File: config.mk
export PLATFORM = sky130hd
export DESIGN_NAME = async_serial_sample_deframer
export DESIGN_NICKNAME = d
export VERILOG_FILES = /design/src/rtl/core/dsd_pkg.sv /design/src/rtl/core/dsd_regs.sv /design/src/rtl/core/dsd_div.sv /design/src/rtl/core/dsd_datapath.sv /design/src/rtl/core/dsd_ctrl.sv /design/src/rtl/core/async_serial_sample_deframer.sv
export SDC_FILE = /design/constraint.sdc
export NUM_CORES = 1
export LEC_CHECK = 0
export ABC_CLOCK_PERIOD_IN_PS = 4300
export BUFFER_PORTS_ARGS = -buffer_cell sky130_fd_sc_hd__clkbuf_2
export CORE_MARGIN = 3
export CORE_UTILIZATION = 59
export DETAILED_ROUTE_END_ITERATION = 12
export PLACE_DENSITY_LB_ADDON = 0.12
export SLEW_MARGIN = 10
export SYNTH_ARGS = -nofsm -noshare
export SYNTH_HDL_FRONTEND = slang
export SYNTH_SLANG_ARGS = --single-unit
export TNS_END_PERCENT = 100
File: constraint.sdc
create_clock -name aclk -period 4.3 [get_ports aclk]
set_input_delay 0.86 -clock aclk [delete_from_list [all_inputs] [get_ports aclk]]
set_output_delay 0.86 -clock aclk [all_outputs]
set_load 0.01 [all_outputs]
File: src/rtl/core/dsd_pkg.sv
// Package for the serial sample deframer: config, command and status types,
// register map, parity codes and frame constants. No dependencies.
package dsd_pkg;

    localparam int BAUD_W   = 13;
    localparam int CONF_W   = 7;
    localparam int DATA_W   = 8;
    localparam int CNT_W    = 32;
    localparam int SLOT_W   = 4;
    localparam int PADDR_W  = 4;

    localparam logic [CONF_W-1:0] CONF_MIN   = 7'd10;
    localparam logic [SLOT_W-1:0] SLOT_IDLE  = 4'd15;
    localparam logic [SLOT_W-1:0] SLOT_START = 4'd0;
    localparam logic [SLOT_W-1:0] SLOT_PAR   = 4'd8;
    localparam logic [SLOT_W-1:0] SLOT_STOP  = 4'd9;
    localparam logic [SLOT_W-1:0] SLOT_LAST  = 4'd10;

    localparam logic [1:0] REG_BAUD   = 2'd0;
    localparam logic [1:0] REG_NBITS  = 2'd1;
    localparam logic [1:0] REG_PARITY = 2'd2;
    localparam logic [1:0] REG_NSTOP  = 2'd3;

    localparam logic [2:0] PAR_OFF   = 3'd0;
    localparam logic [2:0] PAR_ODD   = 3'd1;
    localparam logic [2:0] PAR_EVN   = 3'd2;
    localparam logic [2:0] PAR_MARK  = 3'd3;
    localparam logic [2:0] PAR_SPACE = 3'd4;

    localparam logic [BAUD_W-1:0] BAUD_RST   = 13'd300;
    localparam logic [3:0]        NBITS_RST  = 4'd8;
    localparam logic [3:0]        NBITS_SEVEN = 4'd7;
    localparam logic [2:0]        PARITY_RST = PAR_OFF;
    localparam logic [1:0]        NSTOP_RST  = 2'd1;

    localparam logic signed [CNT_W-1:0] CNT_MAX = 32'sh7FFF_FFFF;

    typedef struct packed {
        logic [BAUD_W-1:0] baud;
        logic [3:0]        nbits;
        logic [2:0]        parity;
        logic [1:0]        nstop;
    } cfg_t;

    typedef struct packed {
        logic latch;
        logic div_start;
        logic apply;
    } cmd_t;

    typedef struct packed {
        logic conf_ok;
        logic div_done;
        logic out_free;
    } status_t;

endpackage

File: src/rtl/core/dsd_regs.sv
// APB-style configuration registers of the deframer.
// Depends on dsd_pkg.
module dsd_regs
    import dsd_pkg::*;
(
    input  logic               aclk,
    input  logic               aresetn,
    input  logic               psel,
    input  logic               penable,
    input  logic               pwrite,
    input  logic [PADDR_W-1:0] paddr,
    input  logic [31:0]        pwdata,
    output logic [31:0]        prdata,
    output cfg_t               cfg
);

    cfg_t       cfg_reg;
    logic       wr_en;
    logic [1:0] idx;

    assign idx   = paddr[3:2];
    assign wr_en = psel & penable & pwrite;
    assign cfg   = cfg_reg;

    always_ff @(posedge aclk) begin
        if (!aresetn) begin
            cfg_reg.baud   <= BAUD_RST;
            cfg_reg.nbits  <= NBITS_RST;
            cfg_reg.parity <= PARITY_RST;
            cfg_reg.nstop  <= NSTOP_RST;
        end else if (wr_en) begin
            case (idx)
                REG_BAUD:   cfg_reg.baud   <= pwdata[BAUD_W-1:0];
                REG_NBITS:  cfg_reg.nbits  <= pwdata[3:0];
                REG_PARITY: cfg_reg.parity <= pwdata[2:0];
                REG_NSTOP:  cfg_reg.nstop  <= pwdata[1:0];
                default: ;
            endcase
        end
    end

    always_comb begin
        case (idx)
            REG_BAUD:   prdata = {{(32-BAUD_W){1'b0}}, cfg_reg.baud};
            REG_NBITS:  prdata = {28'd0, cfg_reg.nbits};
            REG_PARITY: prdata = {29'd0, cfg_reg.parity};
            REG_NSTOP:  prdata = {30'd0, cfg_reg.nstop};
            default:    prdata = 32'd0;
        endcase
    end

endmodule

File: src/rtl/core/dsd_div.sv
// Restoring unsigned divider, one quotient bit per cycle.
// No package dependency.
module dsd_div #(
    parameter int NUM_W = 17,
    parameter int DEN_W = 13
) (
    input  logic             aclk,
    input  logic             aresetn,
    input  logic             start,
    input  logic [NUM_W-1:0] num,
    input  logic [DEN_W-1:0] den,
    output logic             done,
    output logic [NUM_W-1:0] quot
);

    localparam int CW = $clog2(NUM_W + 1);

    logic [CW-1:0]    count_reg;
    logic [NUM_W-1:0] work_reg;
    logic [DEN_W-1:0] rem_reg;
    logic [DEN_W-1:0] den_reg;
    logic [DEN_W:0]   rem_sh;
    logic             qbit;

    assign rem_sh = {rem_reg, work_reg[NUM_W-1]};
    assign qbit   = rem_sh >= {1'b0, den_reg};
    assign done   = (count_reg == '0);
    assign quot   = work_reg;

    always_ff @(posedge aclk) begin
        if (!aresetn) begin
            count_reg <= '0;
        end else if (start) begin
            count_reg <= CW'(NUM_W);
        end else if (count_reg != '0) begin
            count_reg <= count_reg - CW'(1);
        end
    end

    always_ff @(posedge aclk) begin
        if (start) begin
            work_reg <= num;
            rem_reg  <= '0;
            den_reg  <= den;
        end else if (count_reg != '0) begin
            work_reg <= {work_reg[NUM_W-2:0], qbit};
            rem_reg  <= qbit ? DEN_W'(rem_sh - {1'b0, den_reg}) : rem_sh[DEN_W-1:0];
        end
    end

endmodule

File: src/rtl/core/dsd_datapath.sv
// Deframer datapath: sample counter, slot tracking, data bits, slot time
// divider and output register. Depends on dsd_pkg and dsd_div.
module dsd_datapath
    import dsd_pkg::*;
#(
    parameter int SAMPLE_RATE = 8000
) (
    input  logic              aclk,
    input  logic              aresetn,
    input  cfg_t              cfg,
    input  cmd_t              cmd,
    input  logic              in_bit,
    input  logic [CONF_W-1:0] in_conf,
    output status_t           status,
    output logic              m_tvalid,
    input  logic              m_tready,
    output logic [DATA_W-1:0] m_tdata
);

    localparam int NUM_W = $clog2(10 * SAMPLE_RATE + 1);
    localparam logic [NUM_W-1:0] RATE_N = NUM_W'(SAMPLE_RATE);
    localparam logic [NUM_W-1:0] HALF_N = NUM_W'(SAMPLE_RATE / 2);

    logic                    bit_reg;
    logic                    conf_ok_reg;
    logic signed [CNT_W-1:0] cnt_reg, cnt_next;
    logic [SLOT_W-1:0]       slot_reg, slot_next;
    logic [DATA_W-1:0]       data_reg, data_next;
    logic                    mvalid_reg, mvalid_next;
    logic [DATA_W-1:0]       mdata_reg, mdata_next;

    logic [BAUD_W-1:0] baud_eff;
    logic [NUM_W-1:0]  num;
    logic [NUM_W-1:0]  quot;
    logic              div_done;
    logic              nbits7;
    logic              nstop2;
    logic              due;
    logic              frame_end;
    logic [DATA_W-1:0] value;
    logic              par;
    logic              par_fail;

    assign baud_eff = (cfg.baud == '0) ? BAUD_W'(1) : cfg.baud;
    assign num      = (slot_reg == SLOT_IDLE) ? HALF_N : NUM_W'(NUM_W'(slot_reg) * RATE_N);
    assign nbits7   = (cfg.nbits == NBITS_SEVEN);
    assign nstop2   = cfg.nstop[1];

    dsd_div #(
        .NUM_W (NUM_W),
        .DEN_W (BAUD_W)
    ) u_div (
        .aclk    (aclk),
        .aresetn (aresetn),
        .start   (cmd.div_start),
        .num     (num),
        .den     (baud_eff),
        .done    (div_done),
        .quot    (quot)
    );

    assign due       = cnt_reg >= $signed({{(CNT_W-NUM_W){1'b0}}, quot});
    assign frame_end = slot_reg >= (nstop2 ? SLOT_LAST : SLOT_STOP);
    assign value     = nbits7 ? {1'b0, data_reg[DATA_W-2:0]} : data_reg;
    assign par       = ^value;

    always_comb begin
        case (cfg.parity)
            PAR_ODD:   par_fail = (par == data_reg[DATA_W-1]);
            PAR_EVN:   par_fail = (par != data_reg[DATA_W-1]);
            PAR_MARK:  par_fail = !data_reg[DATA_W-1];
            PAR_SPACE: par_fail = data_reg[DATA_W-1];
            default:   par_fail = 1'b0;
        endcase
    end

    always_comb begin
        cnt_next    = cnt_reg;
        slot_next   = slot_reg;
        data_next   = data_reg;
        mvalid_next = mvalid_reg & ~m_tready;
        mdata_next  = mdata_reg;
        if (cmd.latch) begin
            cnt_next = (cnt_reg == CNT_MAX) ? cnt_reg : cnt_reg + 32'sd1;
        end
        if (cmd.apply) begin
            if (slot_reg == SLOT_IDLE) begin
                if (!bit_reg) begin
                    slot_next = SLOT_START;
                    cnt_next  = -$signed({{(CNT_W-NUM_W){1'b0}}, quot});
                end
            end else if (slot_reg > SLOT_LAST) begin
                slot_next = SLOT_IDLE;
            end else if (due) begin
                if ((slot_reg == SLOT_START && bit_reg) || (slot_reg == SLOT_STOP && !bit_reg)) begin
                    slot_next = SLOT_IDLE;
                end else begin
                    if (slot_reg != SLOT_START && slot_reg <= SLOT_PAR) begin
                        data_next[3'(slot_reg - 4'd1)] = bit_reg;
                    end
                    if (frame_end) begin
                        slot_next = SLOT_IDLE;
                        if (!par_fail) begin
                            mvalid_next = 1'b1;
                            mdata_next  = value;
                        end
                    end else begin
                        slot_next = slot_reg + 4'd1;
                    end
                end
            end
        end
    end

    always_ff @(posedge aclk) begin
        if (!aresetn) begin
            cnt_reg    <= '0;
            slot_reg   <= SLOT_IDLE;
            mvalid_reg <= 1'b0;
        end else begin
            cnt_reg    <= cnt_next;
            slot_reg   <= slot_next;
            mvalid_reg <= mvalid_next;
        end
    end

    always_ff @(posedge aclk) begin
        data_reg  <= data_next;
        mdata_reg <= mdata_next;
        if (cmd.latch) begin
            bit_reg     <= in_bit;
            conf_ok_reg <= (in_conf >= CONF_MIN);
        end
    end

    assign status.conf_ok  = conf_ok_reg;
    assign status.div_done = div_done;
    assign status.out_free = !mvalid_reg || m_tready;
    assign m_tvalid        = mvalid_reg;
    assign m_tdata         = mdata_reg;

endmodule

File: src/rtl/core/dsd_ctrl.sv
// Deframer controller: sequences sample capture, slot time divide and update.
// Depends on dsd_pkg.
module dsd_ctrl
    import dsd_pkg::*;
(
    input  logic    aclk,
    input  logic    aresetn,
    input  logic    s_tvalid,
    output logic    s_tready,
    input  status_t status,
    output cmd_t    cmd
);

    localparam logic [1:0] ST_IDLE  = 2'd0;
    localparam logic [1:0] ST_CHECK = 2'd1;
    localparam logic [1:0] ST_DIV   = 2'd2;

    logic [1:0] state_reg, state_next;

    assign s_tready = (state_reg == ST_IDLE);

    always_comb begin
        state_next    = state_reg;
        cmd.latch     = 1'b0;
        cmd.div_start = 1'b0;
        cmd.apply     = 1'b0;
        case (state_reg)
            ST_IDLE: begin
                if (s_tvalid) begin
                    cmd.latch  = 1'b1;
                    state_next = ST_CHECK;
                end
            end
            ST_CHECK: begin
                if (status.conf_ok) begin
                    cmd.div_start = 1'b1;
                    state_next    = ST_DIV;
                end else begin
                    state_next = ST_IDLE;
                end
            end
            ST_DIV: begin
                if (status.div_done && status.out_free) begin
                    cmd.apply  = 1'b1;
                    state_next = ST_IDLE;
                end
            end
            default: state_next = ST_IDLE;
        endcase
    end

    always_ff @(posedge aclk) begin
        if (!aresetn) begin
            state_reg <= ST_IDLE;
        end else begin
            state_reg <= state_next;
        end
    end

endmodule

File: src/rtl/core/async_serial_sample_deframer.sv
// A usable sample keeps s_tready low from its beat until the bit-serial slot time
// divider (NUM_W bits, NUM_W = clog2(10*SAMPLE_RATE+1)) is done and m_* is free;
// any byte it completes appears on m_* in the same cycle that s_tready returns.
// A sample with confidence below 10 skips the divide. No new beat is taken while
// one is in work. Reset (aresetn low, synchronous) restores the registers,
// clears the counter, returns to waiting for a start bit and drops m_tvalid.
module async_serial_sample_deframer
    import dsd_pkg::*;
#(
    parameter int SAMPLE_RATE = 8000
) (
    input  logic               aclk,
    input  logic               aresetn,
    input  logic               s_tvalid,
    output logic               s_tready,
    input  logic [7:0]         s_tdata,   // [0] sample_bit, [7:1] confidence
    output logic               m_tvalid,
    input  logic               m_tready,
    output logic [DATA_W-1:0]  m_tdata,   // [7:0] data_byte
    input  logic               psel,
    input  logic               penable,
    input  logic               pwrite,
    input  logic [PADDR_W-1:0] paddr,
    input  logic [31:0]        pwdata,
    output logic [31:0]        prdata,
    output logic               pready
);

    cfg_t    cfg;
    cmd_t    cmd;
    status_t status;

    assign pready = 1'b1;

    dsd_regs u_regs (
        .aclk    (aclk),
        .aresetn (aresetn),
        .psel    (psel),
        .penable (penable),
        .pwrite  (pwrite),
        .paddr   (paddr),
        .pwdata  (pwdata),
        .prdata  (prdata),
        .cfg     (cfg)
    );

    dsd_ctrl u_ctrl (
        .aclk     (aclk),
        .aresetn  (aresetn),
        .s_tvalid (s_tvalid),
        .s_tready (s_tready),
        .status   (status),
        .cmd      (cmd)
    );

    dsd_datapath #(
        .SAMPLE_RATE (SAMPLE_RATE)
    ) u_dp (
        .aclk     (aclk),
        .aresetn  (aresetn),
        .cfg      (cfg),
        .cmd      (cmd),
        .in_bit   (s_tdata[0]),
        .in_conf  (s_tdata[7:1]),
        .status   (status),
        .m_tvalid (m_tvalid),
        .m_tready (m_tready),
        .m_tdata  (m_tdata)
    );

endmodule

* Word level (Yosys, flattened, before mapping) *
Index checks and enable logic that the tools add are counted.

cells by class
  multiplexer cells = 41
  div/mod/pow operators = 0
  bitwise logic cells = 9
  shift operators = 0
  reduce and logical (&&, ||, !) cells = 29
  magnitude comparators = 8
  eq/ne operators = 18
  $add $sub $neg = 6
  multipliers = 1

operator list
  kind                                                  count
  2-to-1 mux 32 bit                                     5
  case mux 32 bit (4 select lines)                      1
  2-to-1 mux 17 bit                                     3
  adder 32 x 2 -> 32 bit (second input constant)        1
  == test 32 bit (second input constant)                1
  >= comparator 32 x 18 -> 1 bit                        1
  negation 17 -> 32 bit                                 1
  2-to-1 mux 4 bit                                      6
  >= comparator 14 x 13 -> 1 bit                        1
  2-to-1 mux 1 bit                                      14
  zero test 13 bit                                      1
  2-to-1 mux 13 bit                                     1
  subtractor 13 bit                                     1
  multiplier 4 x 7 -> 11 bit (second input constant)    1
  2-to-1 mux 5 bit                                      2
  AND reduction 2 bit                                   5
  bitwise mux 8 bit                                     1
  == test 4 bit (second input constant)                 2
  2-to-1 mux 2 bit                                      4
  2-to-1 mux 8 bit                                      1
  XOR reduction 8 bit                                   1
  >= comparator 7 x 4 -> 1 bit (second input constant)  1
  AND reduction 7 bit                                   1
  == test 2 bit (second input constant)                 3
  other kinds (35)                                      53

storage, ports and cells
  output and inout port bits = 43
  latch bits = 0
  memories = 0
  memory bits (read-only) = 0
  input port bits = 51
  RAM bits = 0
  bits in registers = 127

* Depth between registers and ports, before layout *
Gate-level depths: netlist of run 1.

  depth in word-level cells = 12
  depth in mapped cells = 13

* Hierarchy *
A second synthesis of run 1 with hierarchy kept.

unflattened totals
  cells, all modules = 925
  area total of the unflattened synthesis = 8579.5 µm²

by module, submodules not included
  module                        area each (µm²)  sequential area each (µm²)  instances  cells each
  dsd_datapath                  4573.1           1281.2                      1          528
  dsd_div                       2693.8           1261.2                      1          250
  dsd_regs                      1208.7           440.4                       1          134
  dsd_ctrl                      92.6             40.0                        1          11
  async_serial_sample_deframer  11.3             0.0                         1          2

* Worst setup path before layout of run 1 *
Ideal clock, no wire load.

  kind = reg-to-reg
  start = register u_dp.u_div.count_reg[0]
  end = register u_dp.mdata_reg[0] (netlist: u_dp.m_tdata[0]) (enable)
  stages on the path, launching flop included = 11
  arrival = 2.889 ns
  setup time = 0.386 ns
  path buffers = 2
  path slack = 1.026 ns
  required time = 3.914 ns
  path through = dfxtp_1 inv_1 ha_1 or4b_1 clkbuf_1 or4b_1 buf_2 nor3b_2 o2111ai_1 and2_4 nor3_1

between the ends
  cells in the longest elaborated chain, start to end = 5

RTL lines
  what                           RTL line             text
  start, declared                dsd_div.sv:18        logic [CW-1:0] count_reg;
  start signal, assigned         dsd_div.sv:34        count_reg <= CW'(NUM_W);
  start signal, assigned         dsd_div.sv:36        count_reg <= count_reg - CW'(1);
  zero test 5 bit                dsd_div.sv:27        assign done = (count_reg == '0);
  logical AND 1 bit              dsd_ctrl.sv:43       if (status.div_done && status.out_free) begin
  2-to-1 mux 1 bit               dsd_ctrl.sv:43
  2-to-1 mux 1 bit               dsd_ctrl.sv:27       case (state_reg)
  AND reduction 7 bit (no line)  -
  end signal, assigned           dsd_datapath.sv:129  mdata_reg <= mdata_next;
  end, declared                  dsd_datapath.sv:30   logic [DATA_W-1:0] mdata_reg, mdata_next;

No other way between the ends.
A chain may end at the register's enable or synchronous reset.

* Worst setup path after layout of run 1 *
  start = register u_dp.slot_reg[1]
  end = register u_dp.u_div.work_reg[16] (netlist: u_dp.u_div.quot[16]) (data pin)

between the ends
  cells in the longest elaborated chain, start to end = 3

RTL lines
  what                                                                RTL line             text
  start, declared                                                     dsd_datapath.sv:27   logic [SLOT_W-1:0] slot_reg, slot_next;
  start signal, assigned                                              dsd_datapath.sv:122  slot_reg <= slot_next;
  multiplier 4 x 7 -> 11 bit / == test 4 bit (equally long branches)  dsd_datapath.sv:45   assign num = (slot_reg == SLOT_IDLE) ? HALF_N : NUM_W'(NUM_W'(slot_reg) * RATE_N);
  2-to-1 mux 17 bit *                                                 dsd_datapath.sv:45
  2-to-1 mux 17 bit *                                                 dsd_div.sv:41        if (start) begin
  end signal, assigned                                                dsd_div.sv:42        work_reg <= num;
  end signal, assigned                                                dsd_div.sv:46        work_reg <= {work_reg[NUM_W-2:0], qbit};
  end, declared                                                       dsd_div.sv:19        logic [NUM_W-1:0] work_reg;

Every way passes the cells marked *; elsewhere a longest branch is shown, timed or not.

==> results by group, run 1 <==
Cells and area
  • Max FFs per register: 32
  • Area growth from synthesis to layout: 11.60%
  • Nets@finish: 1049
  • Fill cell count: 1047
  • Layout cells sized above 1: 11.73%
  • N_diodes: 0

Clocking
  • Post-CTS sizing: 0
  • Num CTS Buffers: 17
  • Post-CTS Setup Inserts: 0
  • CTS tree: built
  • Clk sinks: 127
  • Cts hold-fix bufs: 0
  • Clock-pin slew on the worst setup and hold paths: 60 ps
  • Bufs on Longest Clock Path: 2
  • Root Buffer: clkbuf_16
  • Clk_lat worst skew: 420 ps
  • H-tree level count: 4

Logic synthesis
  • Yosys cell types: 71
  • Avg Cell Area, Syn: 9.012 um2
  • Ys async rst share: 0%
  • Ys flop type: dfxtp_1
  • Commonest cells post-synth: nand2_1 (91), dfxtp_1 (79), o21ai_0 (60)
  • Post-synthesis instance area: 8056 um2
  • Yosys warns: 0
  • Top-count cell post-synth: nand2_1
  • Area leader, netlist: dfxtp_1
  • Top cells by area, synth: dfxtp_1 (20%), edfxtp_1 (18%), ha_1 (8.9%), xnor2_1 (4.5%), nand2_1 (4.2%)
  • Share of the synthesized area in the top cell type: 19.63%
  • Post-synth EDFFs: 48
  • Seq/Total Area, Yosys: 37.52%
  • Mapped Cells: 894
  • Yosys reg bits: 127

GRT
  • Total track usage: 25.71%
  • Total global routing overflow: 0
  • Initial antenna violation count: 0
  • Pin count of the biggest net entering global routing: 52
  • Number of global-route vias before repair: 6419
  • First-pass GRT wire length: 30930 um

Critical path
  • Reg2reg start: u_dp.slot_reg[1]
  • Worst setup EP type: register
  • Kind of critical path: register to register
  • Worst EP required: 4450 ps
  • Crit path from: u_dp.slot_reg[1]
  • Crit Path Max Fanout: 9
  • WP data arrival: 3690 ps
  • Setup crit start kind: register

Die
  • Num rows: 42
  • Initial Utilization: 60.60%
  • Die area: 15090 um2
  • Die H: 122.9 um
  • Core ar.: 13300 um2
  • IO Pins: 94
  • Die W: 122.9 um

Route
  • WL final: 18510 um
  • Drt drc: 0
  • 1st-iter DRT viols: 570
  • Via-to-Cell Ratio: 5.910
  • Average wire per standard cell: 16.49 um
  • DRT antenna net count: 0
  • Via Count: 6631
  • First-pass DRT Iterations: 6

Timing
  • F_max: 282.8 MHz
  • Rel. slew slack: 39.16%
  • Total negative setup slack: 0 ps
  • Setup violations, final: 0
  • Fin. max-slew vios: 0
  • Least-Margin Pin Slew: 904.3 ps
  • RSZ-0062 raised after global routing: no
  • Final worst-path cycle share: 82.24%
  • Hold Violations, Final: 0
  • Worst setup slack after layout: 763.5 ps
  • Clock Skew: 5.814 ps
  • Minimum clock period: 3536 ps

Worst hold path
  • Worst min-delay path class: register to register
  • Worst hold start: u_dp.data_reg[6]

Placed design
  • Pre-CTS WS: 787.4 ps
  • IO buf count: 51
  • DP HPWL: 13530 um
  • GPL Wtd Cong: 0.9356

Run status
  • Status: finished clean

Pwr
  • Leak: 3.693 nW
  • PD cells: 551.2 nW/um2
  • Worst VDD drop: 365.3 uV

Job
  • Max-cap violation count: 0
## worst paths after layout
check,endpoint,slack [ps],depth (start not counted)
hold reg to reg,u_dp.m_tdata[6],470,0
setup reg to reg,u_dp.u_div.quot[16],760,13
setup / recovery,u_dp.u_div.quot[16],760,13
hold / removal,u_dp.m_tdata[6],470,0
## layer usage
layer  share of wire [%]  up-vias  wire (um)  global-route usage, %
li1                    -     3239          -                      -
met1                  44     3137       8101                  32.97
met2                  49      228       9000                  44.00
met3                 5.9       27       1095                  5.069
met4                 1.7        0        308                  7.488
met5                   0        -          0                      0
## cell type report
type | count | area (um2) | area share (%)
Multi-Input combinational cell | 670 | 4583 | 50.97
Sequential cell | 127 | 3023 | 33.62
Clock buffer | 22 | 508.0 | 5.650
Timing Repair Buffer | 64 | 352.8 | 3.924
Tap cell | 176 | 220.2 | 2.449
Inverter | 53 | 198.9 | 2.213
Clock inverter | 10 | 105.1 | 1.169
## logic make-up (layout without fill, tap and decap cells)
| kind of cell | Yosys count | count (layout) | share of synthesized area (%) |
|---|---|---|---|
| AOI/OAI and AO/OA | 177 | 177 | 14.37 |
| and+or+nand+nor | 321 | 321 | 20.55 |
| buffers and inverters | 115 | 149 | 6.429 |
| adders and majority gates | 65 | 65 | 10.84 |
| DFF | 127 | 127 | 37.52 |
| xor gates and xnor gates | 62 | 62 | 6.740 |
| muxes | 25 | 25 | 3.463 |
| other | 2 | 20 | 0.09322 |
## power by group
part / switching, W / total (W) / leakage (nW) / internal, W
logic: 0.00103 / 0.00176 / 2.29 / 0.000729
clock network: 0.000529 / 0.00148 / 0.299 / 0.000950
registers: 0.000199 / 0.00172 / 1.10 / 0.00152
total: 0.00176 / 0.00496 / 3.69 / 0.00320
## critical path, stage by stage (launching register included)
cell	delay, ps
dfxtp_1	550
inv_1	240
ha_1	330
inv_1	60
fa_1	530
inv_1	70
ha_1	290
a21o_1	180
a21o_1	200
a21oi_1	200
o211ai_1	120
a21oi_1	190
xor2_1	210
o31ai_1	100
## cells in the final DEF (no fill, tap or decap), types with 4 or more instances in the layout
cell       synthesis  final
nand2_1           91     91
dfxtp_1           79     79
o21ai_0           60     60
ha_1              57     57
inv_1             52     52
nor2_1            51     51
clkbuf_2           0     51
edfxtp_1          48     48
xnor2_1           41     41
nand3_1           34     34
a21oi_1           34     34
nor3_1            29     29
xor2_1            21     21
mux2i_1           20     20
conb_1             2     20
clkbuf_16          0     20
nor4_1            19     19
nand4_1           19     19
nor2b_1           13     13
and2_1            13     13
buf_4             22     13
a21boi_0          11     11
o21a_1            10     10
a21o_1             9      9
fa_1               8      8
or4_1              7      7
nand2b_1           7      7
or3_1              6      6
o211a_1            6      6
and4_1             5      5
o31ai_1            5      5
o22ai_1            5      5
o31a_1             5      5
nand3b_1           4      4
o21bai_1           4      4
clkinv_2           0      4
## per-stage QoR
step	std cells	total power [W]	cell area [um2]	utilization (%)	hold WS, ps
2_1_floorplan	912	0.003042	8124	-	439.2
3_3_place_gp	1090	0.003390	8378	63.02	450.7
3_5_place_dp	1090	0.003469	8378	63.02	458.9
4_1_cts	1122	0.004959	8991	67.63	468.9
5_1_grt	1122	0.005258	8991	67.63	490.7
6_report	1122	0.004956	8991	67.63	468.0
Note: power is estimated with default switching activity, not from simulation.
==> run 2, diff against run 1 <==
--- a/config.mk
+++ b/config.mk
@@ -5,7 +5,7 @@
 export SDC_FILE = /design/constraint.sdc
 export NUM_CORES = 1
 export LEC_CHECK = 0
-export ABC_CLOCK_PERIOD_IN_PS = 4300
+export ABC_CLOCK_PERIOD_IN_PS = 3500
 export BUFFER_PORTS_ARGS = -buffer_cell sky130_fd_sc_hd__clkbuf_2
 export CORE_MARGIN = 3
 export CORE_UTILIZATION = 59
==> constraint.sdc (replaced) <==
create_clock -name aclk -period 3.5 [get_ports aclk]
set_input_delay 0.7 -clock aclk [delete_from_list [all_inputs] [get_ports aclk]]
set_output_delay 0.7 -clock aclk [all_outputs]
set_load 0.01 [all_outputs]
==> results by group, run 2 (same netlist as run 1, synthesis figures left out) <==
Run status
  • Status: finished clean

Placed design
  • GPL Wtd Cong: 0.9052
  • IO buf count: 51
  • DP HPWL: 13630 um
  • Post-place instance area: 8416 um2

Critical path
  • Worst setup EP type: register
  • R2R setup slack: 250 ps
  • Kind of critical path: register to register
  • RR Endpoint: u_dp.u_div.quot[15]
  • Reg2reg path depth: 12
  • WP data arrival: 3420 ps
  • Worst EP required: 3670 ps
  • Reg2reg start: u_dp.slot_reg[1]
  • Crit Path Max Fanout: 7
  • Setup crit start kind: register

Cells and area
  • Max FFs per register: 32
  • Commonest non-fill, non-tap cell in the layout: nand2_1
  • Highest-count cells in the layout ignoring fill and taps: nand2_1 (91), dfxtp_1 (78), o21ai_0 (60)
  • Layout cells sized above 1: 11.88%
  • Fill cell count: 1067
  • Final Cell Area: 9012 um2
  • Nets@finish: 1054
  • N_diodes: 0
  • Area growth from synthesis to layout: 11.87%

GRT
  • First-pass GRT wire length: 30700 um
  • Total global routing overflow: 0
  • Total track usage: 25.61%
  • Initial antenna violation count: 0
  • Pin count of the biggest net entering global routing: 39
  • Number of global-route vias before repair: 6520

Worst hold path
  • Hold path depth: 0
  • Worst min-delay path class: register to register
  • Worst min-delay path endpoint: u_dp.m_tdata[6]
  • Worst hold start: u_dp.data_reg[6]

Timing
  • F_max: 307.7 MHz
  • Setup violations, final: 0
  • Clock Skew: 5.071 ps
  • Minimum clock period: 3250 ps
  • Rel. slew slack: 40.42%
  • Final worst-path cycle share: 92.85%
  • Total negative setup slack: 0 ps
  • Fin. max-slew vios: 0
  • RSZ-0062 raised after global routing: no
  • Least-Margin Pin Slew: 885.5 ps
  • Hold Violations, Final: 0

Route
  • Via-to-Cell Ratio: 6.045
  • WL final: 18710 um
  • Drt drc: 0
  • DRT antenna net count: 0
  • 1st-iter DRT viols: 551
  • First-pass DRT Iterations: 5
  • Via Count: 6813
  • Average wire per standard cell: 16.60 um

Die
  • Die W: 122.9 um
  • Num rows: 42
  • Core ar.: 13300 um2
  • Die area: 15090 um2
  • IO Pins: 94
  • Initial Utilization: 60.60%
  • Die H: 122.9 um

Clocking
  • Post-CTS Setup Inserts: 0
  • Clock-pin slew on the worst setup and hold paths: 50 ps
  • H-tree level count: 4
  • Clk_lat worst skew: 420 ps
  • Bufs on Longest Clock Path: 2
  • CTS tree: built
  • Clk sinks: 127
  • Cts hold-fix bufs: 0
  • Post-CTS sizing: 0
  • Num CTS Buffers: 17
  • Root Buffer: clkbuf_16

Job
  • Max-cap violation count: 0

Pwr
  • PD cells: 674.3 nW/um2
  • Worst VDD drop: 359.3 uV
  • Leak: 3.709 nW
[run 2: cell count changes in the layout (fill, tap and decap cells not counted), moves of 2 or more]
cell / change
clkinvlp_4: -2
clkbuf_1: +4
buf_4: +5
clkbuf_16: -2
[run 2: layout make-up]
cell class	instances	area, um2	area share [%]
Multi-Input combinational cell	670	4583	50.85
Sequential cell	127	3024	33.56
Clock buffer	25	486.7	5.401
Timing Repair Buffer	69	390.4	4.332
Tap cell	176	220.2	2.443
Inverter	53	198.9	2.207
Clock inverter	7	108.9	1.208
[run 2: report_power, final]
group | internal, W | leakage, nW | switching [W] | total, W
logic | 0.000901 | 2.32 | 0.00127 | 0.00218
registers | 0.00187 | 1.10 | 0.000241 | 0.00211
clock network | 0.00117 | 0.292 | 0.000620 | 0.00179
[run 2: metrics by stage]
stage | std cells | utilization (%) | hold slack, ps | worst slack (ps) | power [W]
6_report | 1127 | 67.79 | 473.6 | 250.3 | 0.006077
2_1_floorplan | 912 | - | 439.2 | 225.7 | 0.003738
3_5_place_dp | 1095 | 63.30 | 461.2 | 168.4 | 0.004255
5_1_grt | 1127 | 67.79 | 474.4 | 5.046 | 0.006465
4_1_cts | 1127 | 67.78 | 461.2 | 151.4 | 0.006081
3_3_place_gp | 1095 | 63.30 | 454.3 | 202.3 | 0.004156
[run 2: worst max-delay path by stage]
stage | start | cells after the start | slack (ps) | end
global route | u_dp.slot_reg[2] | 12 | 5 | u_dp.u_div.quot[15]
global placement | u_dp.slot_reg[1] | 13 | 200 | u_dp.u_div.quot[16]
CTS | u_dp.slot_reg[1] | 13 | 150 | u_dp.u_div.quot[16]
detailed placement | u_dp.slot_reg[1] | 13 | 170 | u_dp.u_div.quot[15]
finish | u_dp.slot_reg[1] | 12 | 250 | u_dp.u_div.quot[15]
floorplan | u_dp.u_div.count_reg[0] | 10 | 230 | u_dp.m_tdata[0]
[run 2: worst max-delay path, cell delays in order, from the launching register on]
cell and delay, ps:
dfxtp_2 360, fa_1 670, inv_1 100, fa_1 540
inv_1 40, ha_1 320, a21o_1 180, a21oi_1 180
nor2_1 70, o21ai_0 140, nand2_1 80, xor2_1 140
a22o_1 180
[run 2: per-layer routing]
metal / share of wire [%] / up-vias / global-route usage (%) / wire (um)
li1: - / 3248 / - / -
met1: 43 / 3229 / 32.36 / 8075
met2: 47 / 273 / 41.10 / 8867
met3: 6.1 / 63 / 5.438 / 1139
met4: 3.3 / 0 / 13.65 / 626
met5: 0 / - / 0 / 0
